**src/design/tcs_pkg.sv**
```systemverilog
package tcs_pkg;

    // field widths fixed by the item formats
    localparam int KIND_W      = 1;
    localparam int TEX_IDX_W   = 6;
    localparam int TEXEL_W     = 8;
    localparam int COLUMN_W    = 8;
    localparam int HEIGHT_W    = 12;
    localparam int ADDR_W      = 13;
    localparam int PAIR_W      = 16;

    // packing of the slave-side tdata, lowest field first
    localparam int IDX_LSB     = 0;
    localparam int TEXEL_LSB   = IDX_LSB + TEX_IDX_W;
    localparam int COLUMN_LSB  = TEXEL_LSB + TEXEL_W;
    localparam int HEIGHT_LSB  = COLUMN_LSB + COLUMN_W;
    localparam int S_USED_W    = HEIGHT_LSB + HEIGHT_W;
    localparam int S_TDATA_W   = ((S_USED_W + 7) / 8) * 8;

    // packing of the master-side tdata
    localparam int M_USED_W    = ADDR_W + PAIR_W;
    localparam int M_TDATA_W   = ((M_USED_W + 7) / 8) * 8;
    localparam int M_PAD_W     = M_TDATA_W - M_USED_W;

    // texture column depth
    localparam int TEX_DEPTH   = 1 << TEX_IDX_W;

    // item kinds carried in tuser
    localparam logic [KIND_W-1:0] KIND_LOAD = 1'b0;
    localparam logic [KIND_W-1:0] KIND_SPAN = 1'b1;

    // fill values of the pair buffer
    localparam logic [TEXEL_W-1:0] PAD_BYTE   = 8'hFF;
    localparam logic [PAIR_W-1:0]  PAIR_EMPTY = 16'hFFFF;

    // result queue ahead of the master side
    localparam int FIFO_DEPTH  = 4;
    localparam int FIFO_PTR_W  = $clog2(FIFO_DEPTH);
    localparam int FIFO_CNT_W  = $clog2(FIFO_DEPTH + 2);

    // default geometry
    localparam int SCREEN_HEIGHT_DEF  = 64;
    localparam int SCREEN_WIDTH_DEF   = 240;
    localparam int TEXTURE_LENGTH_DEF = 64;
    localparam int FRAC_BITS_DEF      = 16;

    // one frame write
    typedef struct packed {
        logic                last;
        logic [PAIR_W-1:0]   pair;
        logic [ADDR_W-1:0]   addr;
    } t_result;

endpackage

```
**src/design/tcs_div.sv**
```systemverilog
// restoring divider: (TEXTURE_LENGTH << FRAC_BITS) / divisor, one quotient bit per cycle
module tcs_div #(
    parameter int TEXTURE_LENGTH = tcs_pkg::TEXTURE_LENGTH_DEF,
    parameter int FRAC_BITS      = tcs_pkg::FRAC_BITS_DEF,
    parameter int QW             = $clog2(TEXTURE_LENGTH + 1) + FRAC_BITS
) (
    input  logic                         i_clk,
    input  logic                         i_rst_n,
    input  logic                         i_start,
    input  logic [tcs_pkg::HEIGHT_W-1:0] i_divisor,
    output logic                         o_done,
    output logic [QW-1:0]                o_quotient
);

    localparam int HW = tcs_pkg::HEIGHT_W;
    localparam int CW = $clog2(QW + 1);

    logic          r_busy;
    logic          r_done;
    logic [CW-1:0] r_cnt;
    logic [HW-1:0] r_rem;
    logic [HW-1:0] r_div;
    logic [QW-1:0] r_quo;

    logic [HW:0]   trial;
    logic [HW:0]   diff;
    logic          ge;

    // trial subtraction of one step
    always_comb begin
        trial = {r_rem, r_quo[QW-1]};
        diff  = trial - {1'b0, r_div};
        ge    = (trial >= {1'b0, r_div});
    end

    // control
    always_ff @(posedge i_clk) begin
        if (!i_rst_n) begin
            r_busy <= 1'b0;
            r_done <= 1'b0;
            r_cnt  <= '0;
        end else begin
            r_done <= 1'b0;
            if (i_start) begin
                r_busy <= 1'b1;
                r_cnt  <= '0;
            end else if (r_busy) begin
                r_cnt <= r_cnt + CW'(1);
                if (r_cnt == CW'(QW - 1)) begin
                    r_busy <= 1'b0;
                    r_done <= 1'b1;
                end
            end
        end
    end

    // remainder and quotient shift register
    always_ff @(posedge i_clk) begin
        if (i_start) begin
            r_quo <= QW'(TEXTURE_LENGTH) << FRAC_BITS;
            r_rem <= '0;
            r_div <= i_divisor;
        end else if (r_busy) begin
            r_rem <= ge ? diff[HW-1:0] : trial[HW-1:0];
            r_quo <= {r_quo[QW-2:0], ge};
        end
    end

    assign o_done     = r_done;
    assign o_quotient = r_quo;

endmodule

```
**src/design/texture_column_scaler_pixel_pairs.sv**
```systemverilog
// channel  | direction | tdata fields (lsb first)                          | side bits
// ---------+-----------+---------------------------------------------------+-----------------
// s_*      | in        | texel_index, texel_value, column_x, line_height  | tuser = kind
// m_*      | out       | frame_address, pixel_pair                        | tlast = last
//
// a load is written into the texture column on acceptance; a span is accepted, runs the
// divider (zero height skips it and the multiply), then a multiply step, then walks the
// visited rows of each row phase in turn.
// reset is synchronous: the texture column is undefined until loaded, the pair buffer
// reads as 0xffff through per-row valid bits cleared at once, so no clearing pass.
// results go through a four-entry queue; an odd span's row walk pauses while it is full.
module texture_column_scaler_pixel_pairs #(
    parameter int SCREEN_HEIGHT  = tcs_pkg::SCREEN_HEIGHT_DEF,
    parameter int SCREEN_WIDTH   = tcs_pkg::SCREEN_WIDTH_DEF,
    parameter int TEXTURE_LENGTH = tcs_pkg::TEXTURE_LENGTH_DEF,
    parameter int FRAC_BITS      = tcs_pkg::FRAC_BITS_DEF
) (
    input  logic                          i_clk,
    input  logic                          i_rst_n,
    input  logic                          s_tvalid,
    output logic                          s_tready,
    // texel_index, texel_value, column_x, line_height, zero padding
    input  logic [tcs_pkg::S_TDATA_W-1:0] s_tdata,
    // kind
    input  logic [tcs_pkg::KIND_W-1:0]    s_tuser,
    output logic                          m_tvalid,
    input  logic                          m_tready,
    // frame_address, pixel_pair, zero padding
    output logic [tcs_pkg::M_TDATA_W-1:0] m_tdata,
    output logic                          m_tlast
);

    localparam int MID  = SCREEN_HEIGHT / 2;
    localparam int RW   = $clog2(SCREEN_HEIGHT + 1);
    localparam int RI   = $clog2(SCREEN_HEIGHT);
    localparam int HHW  = tcs_pkg::HEIGHT_W - 1;
    localparam int PW   = FRAC_BITS + tcs_pkg::TEX_IDX_W;
    localparam int QW   = $clog2(TEXTURE_LENGTH + 1) + FRAC_BITS;
    localparam int XW   = $clog2(SCREEN_WIDTH + 1);
    localparam int LW0  = ((RW + XW > tcs_pkg::COLUMN_W) ? RW + XW : tcs_pkg::COLUMN_W) + 1;
    localparam int LW   = (LW0 < tcs_pkg::ADDR_W + 1) ? tcs_pkg::ADDR_W + 1 : LW0;
    localparam int TW   = tcs_pkg::TEXEL_W;
    localparam int CNTW = tcs_pkg::FIFO_CNT_W;
    localparam int PTRW = tcs_pkg::FIFO_PTR_W;

    // sequencer states
    localparam logic [1:0] ST_IDLE = 2'd0;
    localparam logic [1:0] ST_DIV  = 2'd1;
    localparam logic [1:0] ST_MUL  = 2'd2;
    localparam logic [1:0] ST_WALK = 2'd3;

    // row phases of a span walk
    localparam logic [1:0] PH_SPAN  = 2'd0;
    localparam logic [1:0] PH_ABOVE = 2'd1;
    localparam logic [1:0] PH_BELOW = 2'd2;

    // control
    logic [1:0]      r_state;
    logic [1:0]      r_phase;
    logic [RW-1:0]   r_y;
    logic [RW-1:0]   r_ef;
    logic [RW-1:0]   r_ee;
    logic            r_d_emit;
    logic            r_d_even;
    logic [SCREEN_HEIGHT-1:0] r_pvalid;

    // span payload
    logic                          r_odd;
    logic [tcs_pkg::COLUMN_W-1:0]  r_x;
    logic [RW-1:0]                 r_ds;
    logic [RW-1:0]                 r_de;
    logic [HHW-1:0]                r_off;
    logic [PW-1:0]                 r_step;
    logic [PW-1:0]                 r_pos;

    // read stage payload
    logic                          r_d_upper;
    logic                          r_d_pvalid;
    logic                          r_d_last;
    logic [RI-1:0]                 r_d_row;
    logic [tcs_pkg::ADDR_W-1:0]    r_d_addr;

    // memories and their read registers
    logic [TW-1:0]                 r_tex_mem [tcs_pkg::TEX_DEPTH];
    logic [TW-1:0]                 r_tex_rd;
    logic [tcs_pkg::PAIR_W-1:0]    r_pair_mem [SCREEN_HEIGHT];
    logic [tcs_pkg::PAIR_W-1:0]    r_pair_rd;

    // result queue
    tcs_pkg::t_result              r_fifo [tcs_pkg::FIFO_DEPTH];
    logic [PTRW-1:0]               r_wp;
    logic [PTRW-1:0]               r_rp;
    logic [CNTW-1:0]               r_cnt;

    // input fields
    logic [tcs_pkg::TEX_IDX_W-1:0] in_idx;
    logic [TW-1:0]                 in_texel;
    logic [tcs_pkg::COLUMN_W-1:0]  in_x;
    logic [tcs_pkg::HEIGHT_W-1:0]  in_h;
    logic [HHW-1:0]                in_half;
    logic [RW-1:0]                 in_ds;
    logic [RW-1:0]                 in_de;
    logic [HHW-1:0]                in_off;
    logic                          s_xfer;
    logic                          load_xfer;
    logic                          span_xfer;
    logic                          div_start;

    // divider
    logic                          div_done;
    logic [QW-1:0]                 div_q;

    // walk
    logic [RW-1:0]                 hi;
    logic                          in_range;
    logic                          space_ok;
    logic                          issue;
    logic                          is_last;
    logic [RW-1:0]                 y_next;
    logic [LW-1:0]                 lin;

    // read stage result
    logic [tcs_pkg::PAIR_W-1:0]    d_pair;
    logic [tcs_pkg::PAIR_W-1:0]    d_out;
    logic                          pop;
    tcs_pkg::t_result              head;

    // unpack and work out the visible row range
    always_comb begin
        in_idx   = s_tdata[tcs_pkg::IDX_LSB +: tcs_pkg::TEX_IDX_W];
        in_texel = s_tdata[tcs_pkg::TEXEL_LSB +: TW];
        in_x     = s_tdata[tcs_pkg::COLUMN_LSB +: tcs_pkg::COLUMN_W];
        in_h     = s_tdata[tcs_pkg::HEIGHT_LSB +: tcs_pkg::HEIGHT_W];
        in_half  = in_h[tcs_pkg::HEIGHT_W-1:1];
        if (in_half >= HHW'(MID)) begin
            in_ds  = '0;
            in_off = in_half - HHW'(MID);
        end else begin
            in_ds  = RW'(HHW'(MID) - in_half);
            in_off = '0;
        end
        if (in_half >= HHW'(SCREEN_HEIGHT - MID)) begin
            in_de = RW'(SCREEN_HEIGHT);
        end else begin
            in_de = RW'(HHW'(MID) + in_half);
        end
    end

    assign s_tready  = (r_state == ST_IDLE);
    assign s_xfer    = s_tvalid && s_tready;
    assign load_xfer = s_xfer && (s_tuser == tcs_pkg::KIND_LOAD);
    assign span_xfer = s_xfer && (s_tuser == tcs_pkg::KIND_SPAN);
    assign div_start = span_xfer && (in_h != '0);

    tcs_div #(
        .TEXTURE_LENGTH (TEXTURE_LENGTH),
        .FRAC_BITS      (FRAC_BITS),
        .QW             (QW)
    ) u_div (
        .i_clk      (i_clk),
        .i_rst_n    (i_rst_n),
        .i_start    (div_start),
        .i_divisor  (in_h),
        .o_done     (div_done),
        .o_quotient (div_q)
    );

    // walk control: bound of the phase, queue room, last flag, frame address
    always_comb begin
        case (r_phase)
            PH_SPAN:  hi = r_de;
            PH_ABOVE: hi = r_ds;
            default:  hi = r_ee;
        endcase
        in_range = (r_y < hi);
        space_ok = ((r_cnt + CNTW'(r_d_emit)) < CNTW'(tcs_pkg::FIFO_DEPTH));
        issue    = (r_state == ST_WALK) && in_range && (!r_odd || space_ok);
        y_next   = r_y + RW'(1);
        case (r_phase)
            PH_SPAN:  is_last = (y_next == r_de) && !(r_ef < r_ds) && !(r_de < r_ee);
            PH_ABOVE: is_last = (y_next == r_ds) && !(r_de < r_ee);
            default:  is_last = (y_next == r_ee);
        endcase
        lin = LW'(r_y) * LW'(SCREEN_WIDTH) + LW'(r_x);
    end

    // sequencer
    always_ff @(posedge i_clk) begin
        if (!i_rst_n) begin
            r_state <= ST_IDLE;
            r_phase <= PH_SPAN;
            r_y     <= '0;
            r_ef    <= '0;
            r_ee    <= '0;
        end else begin
            case (r_state)
                ST_IDLE: begin
                    if (span_xfer) begin
                        r_phase <= PH_SPAN;
                        r_y     <= in_ds;
                        r_state <= div_start ? ST_DIV : ST_WALK;
                    end
                end
                ST_DIV: begin
                    if (div_done) begin
                        r_state <= ST_MUL;
                    end
                end
                ST_MUL: begin
                    r_state <= ST_WALK;
                end
                ST_WALK: begin
                    if (issue) begin
                        r_y <= y_next;
                    end else if (!in_range) begin
                        case (r_phase)
                            PH_SPAN: begin
                                if (r_odd) begin
                                    r_phase <= PH_ABOVE;
                                    r_y     <= r_ef;
                                end else begin
                                    r_ef    <= r_ds;
                                    r_ee    <= r_de;
                                    r_state <= ST_IDLE;
                                end
                            end
                            PH_ABOVE: begin
                                r_phase <= PH_BELOW;
                                r_y     <= r_de;
                            end
                            default: begin
                                r_state <= ST_IDLE;
                            end
                        endcase
                    end
                end
                default: begin
                    r_state <= ST_IDLE;
                end
            endcase
        end
    end

    // span parameters, step and texture position
    always_ff @(posedge i_clk) begin
        if (span_xfer) begin
            r_odd <= in_x[0];
            r_x   <= in_x;
            r_ds  <= in_ds;
            r_de  <= in_de;
            r_off <= in_off;
        end
        if (r_state == ST_DIV && div_done) begin
            r_step <= PW'(div_q);
        end
        if (r_state == ST_MUL) begin
            r_pos <= PW'(r_off * r_step);
        end else if (issue && r_phase == PH_SPAN) begin
            r_pos <= r_pos + r_step;
        end
    end

    // texture column memory
    always_ff @(posedge i_clk) begin
        if (load_xfer) begin
            r_tex_mem[in_idx] <= in_texel;
        end
        if (issue) begin
            r_tex_rd <= r_tex_mem[r_pos[PW-1:FRAC_BITS]];
        end
    end

    // pair buffer memory: even-column texels written from the read stage, read on issue
    always_ff @(posedge i_clk) begin
        if (r_d_even) begin
            r_pair_mem[r_d_row] <= {tcs_pkg::PAD_BYTE, r_tex_rd};
        end
        if (issue) begin
            r_pair_rd <= r_pair_mem[r_y[RI-1:0]];
        end
    end

    // read stage control and row valid bits
    always_ff @(posedge i_clk) begin
        if (!i_rst_n) begin
            r_d_emit <= 1'b0;
            r_d_even <= 1'b0;
            r_pvalid <= '0;
        end else begin
            r_d_emit <= issue && r_odd;
            r_d_even <= issue && !r_odd;
            if (issue && r_odd) begin
                r_pvalid[r_y[RI-1:0]] <= 1'b0;
            end
            if (r_d_even) begin
                r_pvalid[r_d_row] <= 1'b1;
            end
        end
    end

    // read stage payload
    always_ff @(posedge i_clk) begin
        if (issue) begin
            r_d_upper  <= (r_phase == PH_SPAN);
            r_d_pvalid <= r_pvalid[r_y[RI-1:0]];
            r_d_last   <= is_last;
            r_d_row    <= r_y[RI-1:0];
            r_d_addr   <= lin[tcs_pkg::ADDR_W:1];
        end
    end

    // merge the odd texel into the high byte
    always_comb begin
        d_pair = r_d_pvalid ? r_pair_rd : tcs_pkg::PAIR_EMPTY;
        d_out  = r_d_upper ? {r_tex_rd, d_pair[TW-1:0]} : d_pair;
    end

    // result queue pointers
    assign pop = m_tvalid && m_tready;

    always_ff @(posedge i_clk) begin
        if (!i_rst_n) begin
            r_wp  <= '0;
            r_rp  <= '0;
            r_cnt <= '0;
        end else begin
            if (r_d_emit) begin
                r_wp <= r_wp + PTRW'(1);
            end
            if (pop) begin
                r_rp <= r_rp + PTRW'(1);
            end
            r_cnt <= r_cnt + CNTW'(r_d_emit) - CNTW'(pop);
        end
    end

    // result queue storage
    always_ff @(posedge i_clk) begin
        if (r_d_emit) begin
            r_fifo[r_wp] <= '{last: r_d_last, pair: d_out, addr: r_d_addr};
        end
    end

    // master side
    assign head     = r_fifo[r_rp];
    assign m_tvalid = (r_cnt != '0);
    assign m_tdata  = {{tcs_pkg::M_PAD_W{1'b0}}, head.pair, head.addr};
    assign m_tlast  = head.last;

endmodule

```
**config.mk**
```make
export PLATFORM = sky130hd
export DESIGN_NAME = texture_column_scaler_pixel_pairs
export DESIGN_NICKNAME = d
export VERILOG_FILES = /design/src/design/tcs_pkg.sv /design/src/design/tcs_div.sv /design/src/design/texture_column_scaler_pixel_pairs.sv
export SDC_FILE = /design/constraint.sdc
export NUM_CORES = 2
export LEC_CHECK = 0
export BUFFER_PORTS_ARGS = -buffer_cell sky130_fd_sc_hd__buf_4
export CORE_ASPECT_RATIO = 0.75
export CORE_MARGIN = 5
export CORE_UTILIZATION = 58
export DETAILED_ROUTE_END_ITERATION = 6
export GPL_ROUTABILITY_DRIVEN = 0
export PLACE_DENSITY = 0.76
export SYNTH_ARGS = -nofsm -noshare
export SYNTH_HDL_FRONTEND = slang
export SYNTH_SLANG_ARGS = --single-unit
```
**constraint.sdc**
```tcl
create_clock -name i_clk -period 9 [get_ports i_clk]
set_input_delay 0.45 -clock i_clk [delete_from_list [all_inputs] [get_ports i_clk]]
set_output_delay 0.45 -clock i_clk [all_outputs]
set_load 0.02 [all_outputs]
```
==> impl_metrics.csv <==
group,metric,value,unit
synth,yosysMostFrequentCell,"edfxtp_1",
setup_path,critical_path_class,"flop to flop",
synth,syn-cell-area,63100,um^2
clock_tree,clk_pin_slew,0.07,ns
clock_tree,cts.path.max_buffers,3,
synth,synth_top_cell_area_share,0.605,
timing,setup_tns,0,ns
setup_path,cpLargestDelayFamily,"adder cells",
power_and_ir_drop,p_total,19.4,mW
setup_path,critPathMostFrequentCell,"fa_1",
grt,grt_pass1_vias,33095,
power_and_ir_drop,ir_worst_vdd,221,uV
timing,slew_viol_final,0,
synth,synth.avg_cell_area,17.2,um^2
clock_tree,tritoncts,"built",
setup_path,slowest_stage,"edfxtp_1",
grt,grt_pass1_wl,210000,um
routing,dr.first_iter.drc_count,3418,
setup_path,crit_fanout,20,
setup_path,required,9.51,ns
timing,max_slew_margin,0.183,
finish,syn_to_final_growth,10.1,%
synth,synthArstFlopShare,0,
finish,final_util,0.646,
die,rows,104,
power_and_ir_drop,power_leakage,23.4,nW
finish,fin_nets,4085,
status,outcome,"completed",
routing,firstDrtPassIters,5,
placed_design,portBuffers,70,
timing,timing.fmax,161,MHz
clock_tree,cts_inserted_buffers,135,
timing,final_hold_viol_count,0,
timing,timing.final.crit_period,6.21,ns
clock_tree,clock_latency,0.76,ns
placed_design,dp_slack,2.88,ns
clock_tree,cts_setup_buffers,0,
grt,antenna_found_initial,3,
grt,overflow,0,
routing,wl_per_cell,25.9,um
routing,ant_nets,0,
routing,routed-via-count,33055,
setup_path,slowest_delay,0.93,ns
die,core,108000,um^2
clock_tree,htreeDepth,4,
die,initial_core_util,0.586,
synth,synth-main-ff-cell,"edfxtp_1",
synth,post-synth-top-area-cell,"edfxtp_1",
setup_path,cp_num_buf_inv,3,
grt,grt_usage,0.243,
placed_design,place_hpwl,84300,um
grt,grt_max_degree,120,
timing,clock_skew,0.0316,ns
synth,netlist_instances,3671,
routing,drt-total-wl,137000,um
timing,min_period_over_period,0.690,
synth,postSynthRegisterBits,1413,
setup_path,start_kind,"flop",
finish,num_antenna_cells,0,
synth,synth_cell_type_count,71,
synth,synth.area.top_cells,"edfxtp_1 (61%), mux4_2 (14%), fa_1 (4.5%)",
power_and_ir_drop,powerDensity,280,nW/um^2
min_path,holdCritPathClass,"primary input to flop",
finish,layout-drive-gt1-share,0.183,
setup_path,cp.arrival,6.72,ns
die,die_area,116000,um^2
routing,drc,0,
die,io_pins,80,
setup_path,worstPathCellList,"nand2_1, fa_1, fa_1, inv_1, fa_1, fa_1, inv_1, fa_1, inv_1, ha_1, a21oi_1, o21ai_0, or4_4, a31o_1, a31oi_1, xnor2_1, o2111a_1",
timing,setup_viol,0,
setup_path,crit_path_end_kind,"flop",
timing,rsz0062_at_grt,"false",
synth,ys_seq_area_frac,0.650,
synth,synth_edf_count,1271,
synth,netlist_top_cells_count,"edfxtp_1 (1,271), mux4_2 (387), nor2_1 (230)",
timing,timing.final.ws_setup,2.79,ns
clock_tree,cts-root-buf,"clkbuf_16",
die,die_h,296,um
job,cap_violations,0,
die,die_w,391,um
synth,yosys_warnings,0,
clock_tree,cts.sinks,1413,
routing,vias_per_cell,6.23,
timing,worst_slew_pin_slew,1.23,ns
==> cell type report <==
type                            instances  area [um^2]
Clock inverter                         72          613
Sequential cell                      1413        41000
Inverter                              208          781
Fill cell                            7114        38100
Clock buffer                          173         3670
Multi-Input combinational cell       1881        20600
Timing Repair Buffer                  125         1000
Tap cell                             1431         1790
==> metrics by stage <==
step                area (um^2)  cells  hold slack [ns]
floorplan                 63100   3673            0.400
global placement          65000   5038            0.405
detailed placement        65000   5038            0.413
CTS                       69500   5303            0.135
global route              69500   5303            0.185
finish                    69500   5303            0.179
==> cell usage in the layout (no fill, tap or decap), drive strengths merged, types with 59 or more instances in the layout <==
cell and count:
a21oi 66, and2 105, buf 105, clkbuf 173, dfxtp 142, edfxtp 1271, fa 143, ha 133
inv 217, mux2i 59, mux4 387, nand2 173, nor2 231, o21a 139, xnor2 69
==> cell families (layout without fill, tap and decap cells) <==
kind of cell / Yosys count / in the layout / synth area share
AOI/OAI and AO/OA: 357 / 357 / 0.0386
xor gates and xnor gates: 116 / 116 / 0.0163
adders and majority gates: 276 / 276 / 0.0718
buffers and inverters: 379 / 578 / 0.0238
DFF: 1413 / 1413 / 0.650
muxes: 449 / 449 / 0.148
other: 1 / 3 / 0.0000594
and+or+nand+nor: 680 / 680 / 0.0513
==> sequential cells by signal, summed over array words and instances (netlist names), 13 cells and up, named ones only <==
register,count
r_d_addr,13
r_fifo,120
r_pair_mem,512
r_pos,22
r_pvalid,64
r_step,22
r_tex_mem,512
u_div.o_quotient,23
==> per-layer routing <==
| metal | global-route usage | wire length, um | share of wire | up-vias |
|---|---|---|---|---|
| met2 | 0.366 | 63500 | 0.46 | 1597 |
| met3 | 0.0471 | 12700 | 0.092 | 187 |
| met5 | 0 | 0 | 0 | - |
| met1 | 0.371 | 58200 | 0.42 | 17039 |
| li1 | - | - | - | 14232 |
| met4 | 0.0651 | 2800 | 0.020 | 0 |
==> worst reg2reg max path, stage by stage (launching register included) <==
cell      delay, ns
edfxtp_1       0.93
nand2_1        0.23
fa_1           0.56
fa_1           0.51
inv_1          0.05
fa_1           0.50
fa_1           0.50
inv_1          0.05
fa_1           0.48
inv_1          0.04
ha_1           0.31
a21oi_1        0.24
o21ai_0        0.24
or4_4          0.56
a31o_1         0.23
a31oi_1        0.21
xnor2_1        0.10
o2111a_1       0.24
==> path summary, 6_finish.rpt <==
kind                          start                    end  slack [ns]  cells past startpoint
max          r_off[2]$_SDFFCE_PP0P_    r_pos[21]$_DFFE_PP_        2.79                     17
min                        m_tready    r_cnt[0]$_SDFF_PN0_        0.18                      4
max reg2reg  r_off[2]$_SDFFCE_PP0P_    r_pos[21]$_DFFE_PP_        2.79                     17
min reg2reg        r_x[2]$_DFFE_PP_  r_d_addr[1]$_DFFE_PP_        0.43                      0
==> where the power goes <==
group | internal (mW) | total, mW | leakage, nW | switching, mW
registers | 7.49 | 7.77 | 12.6 | 0.279
logic | 2.85 | 6.14 | 8.75 | 3.29
clock network | 3.06 | 5.53 | 2.09 | 2.47
total | 13.4 | 19.4 | 23.4 | 6.04
==> repair_timing <==
item,in CTS,in global routing
endpoints found under the hold margin,22,0
hold buffers,20,0
gates resized for setup,0,0
Power figures use the tool's default switching activity.
